`config.mk`:
```
export PLATFORM = sky130hd
export DESIGN_NAME = button_gesture_classifier
export DESIGN_NICKNAME = d
export VERILOG_FILES = /design/src/bgc_pkg.sv /design/src/button_gesture_classifier.sv
export SDC_FILE = /design/constraint.sdc
export NUM_CORES = 1
export LEC_CHECK = 0
export BUFFER_PORTS_ARGS = -buffer_cell sky130_fd_sc_hd__clkbuf_2
export CAP_MARGIN = 20
export CELL_PAD_IN_SITES_DETAIL_PLACEMENT = 1
export CELL_PAD_IN_SITES_GLOBAL_PLACEMENT = 2
export CORE_ASPECT_RATIO = 1.5
export CORE_MARGIN = 2
export CORE_UTILIZATION = 39
export CTS_BUF_LIST = sky130_fd_sc_hd__clkbuf_16
export DETAILED_ROUTE_END_ITERATION = 10
export PLACE_DENSITY = 0.82
export SETUP_SLACK_MARGIN = 0.02
export SLEW_MARGIN = 5
export SYNTH_ARGS = -nofsm -noshare
export SYNTH_HDL_FRONTEND = slang
export SYNTH_SLANG_ARGS = --single-unit
```
`constraint.sdc`:
```
create_clock -name clk_i -period 6.74 [get_ports clk_i]
set_clock_uncertainty 0.2 [all_clocks]
set_input_delay 1.348 -clock clk_i [delete_from_list [all_inputs] [get_ports clk_i]]
set_output_delay 1.348 -clock clk_i [all_outputs]
set_load 0.005 [all_outputs]
```
`src/bgc_pkg.sv`:
```
// Shared types, register indexes and timing constants for the button gesture classifier.
`timescale 1ns / 1ps
package bgc_pkg;

  localparam int unsigned CntW  = 15;
  localparam int unsigned FifoD = 4;

  localparam logic [2:0] MODE_SINGLE = 3'd0;
  localparam logic [2:0] MODE_REPEAT = 3'd1;
  localparam logic [2:0] MODE_TALLY  = 3'd2;
  localparam logic [2:0] MODE_UNFILT = 3'd3;
  localparam logic [2:0] MODE_DUAL   = 3'd4;

  localparam logic [1:0] REG_MODE      = 2'd0;
  localparam logic [1:0] REG_THRESHOLD = 2'd1;
  localparam logic [1:0] REG_TIMEOUT   = 2'd2;

  localparam logic        ACT_CODE = 1'b0;
  localparam logic        ACT_TICK = 1'b1;

  localparam logic [31:0] HOLD_GAP_MS   = 32'd300;
  localparam logic [31:0] TALLY_GAP_MS  = 32'd250;
  localparam logic [31:0] TALLY_HOLD_MS = 32'd1000;
  localparam logic [CntW-1:0] COUNT_MAX = {CntW{1'b1}};

  localparam logic [2:0]  RST_MODE      = MODE_SINGLE;
  localparam logic [7:0]  RST_THRESHOLD = 8'd1;
  localparam logic [15:0] RST_TIMEOUT   = 16'd300;

  typedef struct packed {
    logic        action;
    logic [31:0] timestamp;
  } in_t;

  typedef struct packed {
    logic signed [15:0] payload;
    logic               last;
  } out_t;

endpackage

```
`src/button_gesture_classifier.sv`:
```
// Top level: gesture classification state, result queue and configuration registers.
`timescale 1ns / 1ps
// Takes one code or tick transfer per cycle while in_ready_o is high and updates the
// gesture state in the same cycle; each transfer yields zero, one or two results, which
// go into a four-entry result queue drained at one transfer per cycle while out_ready_i
// is high. in_ready_o is high while the queue has room for two results, so items that
// cause at most one result flow at one per cycle, and a stalled output side backs up the
// input after two or three items that cause results. Configuration writes take effect on
// the next cycle and should be made only while the block is idle.
module button_gesture_classifier (
  input  logic          clk_i,
  input  logic          rst_ni,
  input  logic          cfg_we_i,
  input  logic [1:0]    cfg_idx_i,
  input  logic [15:0]   cfg_data_i,
  input  logic          in_valid_i,
  output logic          in_ready_o,
  input  bgc_pkg::in_t  in_data_i,
  output logic          out_valid_o,
  input  logic          out_ready_i,
  output bgc_pkg::out_t out_data_o
);
  import bgc_pkg::*;

  localparam int unsigned PtrW  = $clog2(FifoD);
  localparam int unsigned FillW = $clog2(FifoD + 1);

  logic [2:0]      mode_q;
  logic [7:0]      thr_q;
  logic [15:0]     tmo_q;

  logic            active_q, active_d;
  logic [CntW-1:0] cnt_q, cnt_d;
  logic [31:0]     last_q, last_d;
  logic [31:0]     rstart_q, rstart_d;
  logic            hold_q, hold_d;
  logic            accnext_q, accnext_d;

  logic            in_fire;
  logic [31:0]     ts;
  logic [31:0]     idle;
  logic [31:0]     rdiff;
  logic [CntW-1:0] cnt_b;
  logic [1:0]      n_res;
  logic [15:0]     res0, res1;

  out_t            fifo_q [FifoD];
  logic [PtrW-1:0] wr_q, rd_q;
  logic [FillW-1:0] fill_q;
  logic            pop;

  assign in_fire = in_valid_i && in_ready_o;
  assign ts      = in_data_i.timestamp;
  assign idle    = ts - last_q;

  always_ff @(posedge clk_i or negedge rst_ni) begin
    if (!rst_ni) begin
      mode_q <= RST_MODE;
      thr_q  <= RST_THRESHOLD;
      tmo_q  <= RST_TIMEOUT;
    end else if (cfg_we_i) begin
      case (cfg_idx_i)
        REG_MODE:      mode_q <= cfg_data_i[2:0];
        REG_THRESHOLD: thr_q  <= cfg_data_i[7:0];
        REG_TIMEOUT:   tmo_q  <= cfg_data_i;
        default: ;
      endcase
    end
  end

  function automatic logic [15:0] add_res(input logic [1:0] n, input logic [15:0] v,
                                          input logic [15:0] r0);
    add_res = (n == 2'd0) ? v : r0;
  endfunction

  always_comb begin
    active_d  = active_q;
    cnt_d     = cnt_q;
    last_d    = last_q;
    rstart_d  = rstart_q;
    hold_d    = hold_q;
    accnext_d = accnext_q;
    n_res     = 2'd0;
    res0      = 16'd0;
    res1      = 16'd0;
    cnt_b     = '0;
    rdiff     = '0;
    if (in_data_i.action == ACT_CODE) begin
      case (mode_q)
        MODE_SINGLE, MODE_DUAL: begin
          cnt_b = active_q ? cnt_q : '0;
          if ((mode_q == MODE_DUAL) && !active_q) begin
            n_res = 2'd1;
          end
          cnt_d = (cnt_b != COUNT_MAX) ? cnt_b + 1'b1 : cnt_b;
          if ({1'b0, cnt_d} == {8'd0, thr_q}) begin
            res0  = add_res(n_res, (mode_q == MODE_DUAL) ? 16'd1 : 16'd0, res0);
            res1  = (mode_q == MODE_DUAL) ? 16'd1 : 16'd0;
            n_res = n_res + 2'd1;
          end
          active_d = 1'b1;
          last_d   = ts;
        end
        MODE_REPEAT: begin
          cnt_b = cnt_q;
          rdiff = ts - rstart_q;
          if (!active_q) begin
            n_res    = 2'd1;
            cnt_b    = '0;
            rstart_d = ts;
            rdiff    = '0;
          end
          cnt_d    = cnt_b;
          active_d = 1'b1;
          last_d   = ts;
          if (rdiff >= HOLD_GAP_MS) begin
            cnt_d = (cnt_b != COUNT_MAX) ? cnt_b + 1'b1 : cnt_b;
            if (thr_q <= 8'd1) begin
              res0  = add_res(n_res, {1'b0, cnt_d}, res0);
              res1  = {1'b0, cnt_d};
              n_res = n_res + 2'd1;
            end else if (cnt_d[0]) begin
              res0  = add_res(n_res, {2'b0, cnt_d[CntW-1:1]}, res0);
              res1  = {2'b0, cnt_d[CntW-1:1]};
              n_res = n_res + 2'd1;
            end
          end
        end
        MODE_TALLY: begin
          last_d = ts;
          if (!active_q) begin
            active_d  = 1'b1;
            hold_d    = 1'b0;
            cnt_d     = CntW'(1);
            rstart_d  = ts;
            res0      = 16'hFFFF;
            n_res     = 2'd1;
            accnext_d = 1'b0;
          end else if (accnext_q) begin
            cnt_d     = (cnt_q != COUNT_MAX) ? cnt_q + 1'b1 : cnt_q;
            rstart_d  = ts;
            res0      = 16'd0 - {1'b0, cnt_d};
            n_res     = 2'd1;
            accnext_d = 1'b0;
          end
        end
        MODE_UNFILT: begin
          n_res = 2'd1;
        end
        default: ;
      endcase
    end else if (active_q) begin
      case (mode_q)
        MODE_SINGLE: begin
          if (idle > {16'd0, tmo_q}) begin
            active_d = 1'b0;
            cnt_d    = '0;
          end
        end
        MODE_REPEAT, MODE_DUAL: begin
          if (idle > HOLD_GAP_MS) begin
            active_d = 1'b0;
            cnt_d    = '0;
          end
        end
        MODE_TALLY: begin
          rdiff = ts - rstart_q;
          if (idle >= TALLY_GAP_MS) begin
            accnext_d = 1'b1;
          end
          if (idle >= (hold_q ? TALLY_GAP_MS : TALLY_HOLD_MS)) begin
            if (!hold_q) begin
              res0  = {1'b0, cnt_q};
              n_res = 2'd1;
            end
            hold_d   = 1'b0;
            active_d = 1'b0;
          end else if (rdiff >= TALLY_HOLD_MS && idle < TALLY_GAP_MS && !hold_q) begin
            res0   = 16'd0;
            n_res  = 2'd1;
            hold_d = 1'b1;
          end
        end
        default: ;
      endcase
    end
  end

  always_ff @(posedge clk_i or negedge rst_ni) begin
    if (!rst_ni) begin
      active_q  <= 1'b0;
      cnt_q     <= '0;
      last_q    <= '0;
      rstart_q  <= '0;
      hold_q    <= 1'b0;
      accnext_q <= 1'b0;
    end else if (in_fire) begin
      active_q  <= active_d;
      cnt_q     <= cnt_d;
      last_q    <= last_d;
      rstart_q  <= rstart_d;
      hold_q    <= hold_d;
      accnext_q <= accnext_d;
    end
  end

  // result queue
  assign pop         = out_valid_o && out_ready_i;
  assign out_valid_o = (fill_q != '0);
  assign out_data_o  = fifo_q[rd_q];
  assign in_ready_o  = (fill_q <= FillW'(FifoD - 2));

  always_ff @(posedge clk_i) begin
    if (in_fire && n_res != 2'd0) begin
      fifo_q[wr_q].payload <= res0;
      fifo_q[wr_q].last    <= (n_res == 2'd1);
      if (n_res == 2'd2) begin
        fifo_q[wr_q + 1'b1].payload <= res1;
        fifo_q[wr_q + 1'b1].last    <= 1'b1;
      end
    end
  end

  always_ff @(posedge clk_i or negedge rst_ni) begin
    if (!rst_ni) begin
      wr_q   <= '0;
      rd_q   <= '0;
      fill_q <= '0;
    end else begin
      if (in_fire) begin
        wr_q <= wr_q + PtrW'(n_res);
      end
      if (pop) begin
        rd_q <= rd_q + 1'b1;
      end
      fill_q <= fill_q + (in_fire ? FillW'(n_res) : '0) - FillW'(pop);
    end
  end

  a_fill_bound: assert property (@(posedge clk_i) disable iff (!rst_ni)
    fill_q <= FillW'(FifoD))
    else $error("result queue overfilled");

  a_fill_hold: assert property (@(posedge clk_i) disable iff (!rst_ni)
    (!in_fire || n_res == 2'd0) && !pop |=> $stable(fill_q))
    else $error("queue fill changed without a transfer");

  a_active_fall: assert property (@(posedge clk_i) disable iff (!rst_ni)
    $fell(active_q) |-> $past(in_fire && in_data_i.action == ACT_TICK))
    else $error("activity ended without a tick");

  a_accnext_rise: assert property (@(posedge clk_i) disable iff (!rst_ni)
    $rose(accnext_q) |-> $past(mode_q == MODE_TALLY))
    else $error("accept flag set outside tally mode");

  a_unfilt_state: assert property (@(posedge clk_i) disable iff (!rst_ni)
    in_fire && mode_q == MODE_UNFILT && !cfg_we_i |=> $stable(active_q))
    else $error("unfiltered mode changed activity");

endmodule
```
==> impl_results.md <==
* Status: finished, final reports clean
* Initial Util at roughly two fifths
* GPL Wtd Cong at 0.894
* Setup TNS at 0 ps
* Crit path launch type: input port
* Critical Path RT at 6900 ps
* Mapped Area at 14,800 um2
* Number of port buffers at 74
* Seq/Total Area, Yosys at 33.0%
* Wirelength per Cell at around 23 um
* Pwr/cell area at between 400 and 500 nW/um2
* Global-route met3 utilization at 2.60%
* Final cycle utilization of the critical path at 91.4%
* Hold path depth at 1
* Asr flop ratio synth at a little over three fifths
* Chip Height at 242 um
* Synth Instances at 1,736
* Crit. Startpoint: in_data_i[0]
* Via density per instance at just under 6
* Antenna violations before repair at 0
* Hpwl dp at approximately 41,000 um
* Layout cells sized above 1 at about 15%
* Routed WL at around 52,000 um
* Fillers at about 4,500
* Synthesis-to-layout area growth at 11.4%
* Final Hold Slack at about 270 ps
* CP Capture Type: flop
* Largest buffer count on any clock path at 2
* Root buffer cell: clkbuf_16
* IO Pins at 75
* Crit path kind: in2reg
* GRT Max-Usage Layer: met2
* Setup violators final at 0
* Nets@finish at approximately 2,000
* CTS Sinks at roughly 180
* TritonCTS clock tree: built
* Hold Vio Cnt, Final at 0
* YS warnings at 0
* Syn nets at 1,886
* Largest net degree at the start of global routing at slightly above 70
* Post-CTS Setup Inserts at 0
* Die width at approximately 160 um
* Worst slew pin tran at between 900 and 1000 ps
* Final ANT Viol Nets at 0
* Via count at ~14,000
* Reg area at roughly 5000 um2
* Vias in the first global route at around 15,000
* Leakage at between 0.006 and 0.007 uW
* Max-slew headroom at 32.8%
* CTS buffer count at 17
* Worst-Skew Late Latency at roughly 470 ps
* Tot GR Track Use at about 27%
* Worst reg2reg path depth at 27
* N_diodes at 0
* Post-CTS Hold Buffers at 0
* Post-route DRC at 0
* Max VDD drop at ~0.00019 V
* Crit path DAT at approximately 6300 ps
* Met1 Use GR at roughly 28%
* FP Rows at 87
* Pins Over Slew Limit at 0
* Global route overflow at 0
* Synth Register Bits at 184
* Hold Startpoint: fifo_q[1][16]
* Period minus WS final at 6160 ps
* Worst reg2reg path startpoint: active_q
* Max Freq at roughly 160 MHz
* Synth cell types at 90
* Top_reg_cell synth: dfrtp_1
* Cts repair resizes at 0
* First-pass GRT wire length at a little over 80,000 um
* Most frequent cells in the layout: nand2_1, o21ai_0, a21oi_1, inv_1, dfrtp_1
* Avg Cell Area, Syn at approximately 8.5 um2
* Placeable Area at about 37,000 um2
* Clk slew on worst S/H paths at roughly 90 ps
* Met2 usage at slightly above 50%
* Number of synthesized flops with an enable pin at 60
* Max-cap viol count at 0
* 1st-iter DRT viols at approximately 700
* Most common cell after layout, fill and taps aside: nand2_1
* RSZ-0062 raised after global routing: no
* Max FO, Critical Path at 5
* H-tree depth at 4
* HP Class: reg2reg
* DIE AREA at approximately 39,000 um2
* Multi-input gate area at roughly 9000 um2
* Fin util at 43.9%
* Pre-antenna DRT Iters at 4
layer usage:
metal,vias to the layer above,share of wire [%]
li1,6446,-
met1,6789,36
met2,292,54
met3,152,2.3
met4,0,7.4
met5,-,0
report_power, final:
part,leakage (uW),switching (uW),internal [uW]
clock,0.000304,571,519
sequential,0.00203,202,1430
combinational,0.00419,2440,1570
total,0.00652,3210,3520
worst max-delay path: stages:
cell and delay [ps]:
clkbuf_2 100, inv_1 50, ha_1 210, inv_1 80, fa_1 210, a21o_1 160, a221oi_2 60, buf_4 160
or4_4 490, a211o_1 340, o2111a_1 170, a311oi_1 270, o2111a_1 230, nand4_1 160, or4_1 660, a211oi_4 260
nand2_1 90, nand2_1 100, ha_1 240, inv_1 70, ha_1 130, inv_1 50, fa_1 370, xor2_1 160
xnor2_1 120
cell type report:
| class | instances | area share [%] |
|---|---|---|
| Clock buffer | 17 | 2.59 |
| Sequential cell | 184 | 29.7 |
| Multi-Input combinational cell | 1348 | 55.3 |
| Tap cell | 489 | 3.72 |
| Timing Repair Buffer | 132 | 4.92 |
| Clock inverter | 15 | 1.23 |
| Inverter | 114 | 2.60 |
synth_stat cells, types with 13 or more instances:
cell	number	area (um2)
nor3_1	27	135
nand2_1	221	830
a22o_1	14	123
mux4_2	17	383
a21o_1	25	188
ha_1	91	1140
nand4_1	28	175
and3_1	18	113
edfxtp_1	60	1800
a211oi_1	16	120
o211ai_1	14	105
o21a_1	25	188
nand3_1	44	220
xor2_1	32	280
clkbuf_1	72	270
a22oi_1	19	143
and2_1	13	81.3
dfrtp_1	111	2780
xnor2_1	62	543
a31oi_1	14	87.6
o22ai_1	29	181
a21oi_1	130	651
o21ai_0	152	761
inv_1	114	428
or2_2	19	119
nor2_1	111	417
mux2_2	33	372
worst paths after layout:
| path | endpoint | slack [ps] |
|---|---|---|
| min in group asynchronous | cnt_q[5] | 700 |
| worst max register to register | fill_q[2] | 720 |
| worst min register to register | fifo_q[1][16] | 270 |
| max in group asynchronous | rstart_q[31] | 4200 |
| worst max-delay path | fill_q[2] | 580 |
| worst min-delay path | fifo_q[1][16] | 270 |
through the flow:
step / instance area, um2 / setup WS (ps) / std cells / power (uW)
after detailed placement: 15800 / 122 / 2267 / 5660
after global placement: 15800 / 262 / 2267 / 5550
after floorplan: 14800 / 505 / 1736 / 4420
final: 16400 / 579 / 2299 / 6740
after global routing: 16400 / 224 / 2299 / 7280
after CTS: 16400 / 620 / 2299 / 6780
cells by family (layout without fill, tap and decap cells):
| group | count (synthesis) | in the layout | synth area share [%] |
|---|---|---|---|
| adder cells (fa/ha/maj) | 94 | 94 | 8.13 |
| AND/OR/NAND/NOR | 562 | 562 | 18.2 |
| flip-flops | 184 | 184 | 33.0 |
| XOR/XNOR | 94 | 94 | 5.58 |
| multiplexers | 59 | 59 | 5.76 |
| buffers and inverters | 204 | 278 | 5.51 |
| AO/OA/AOI/OAI | 539 | 539 | 23.8 |
flip-flops by register name (all words and copies together) (netlist names):
register / count
rd_q: 2
tmo_q: 16
accnext_q: 1
cnt_q: 15
wr_q: 2
fill_q: 3
last_q: 32
active_q: 1
mode_q: 3
hold_q: 1
fifo_q: 68
thr_q: 8
rstart_q: 32
No activity file was read; power rests on OpenSTA's default activity.
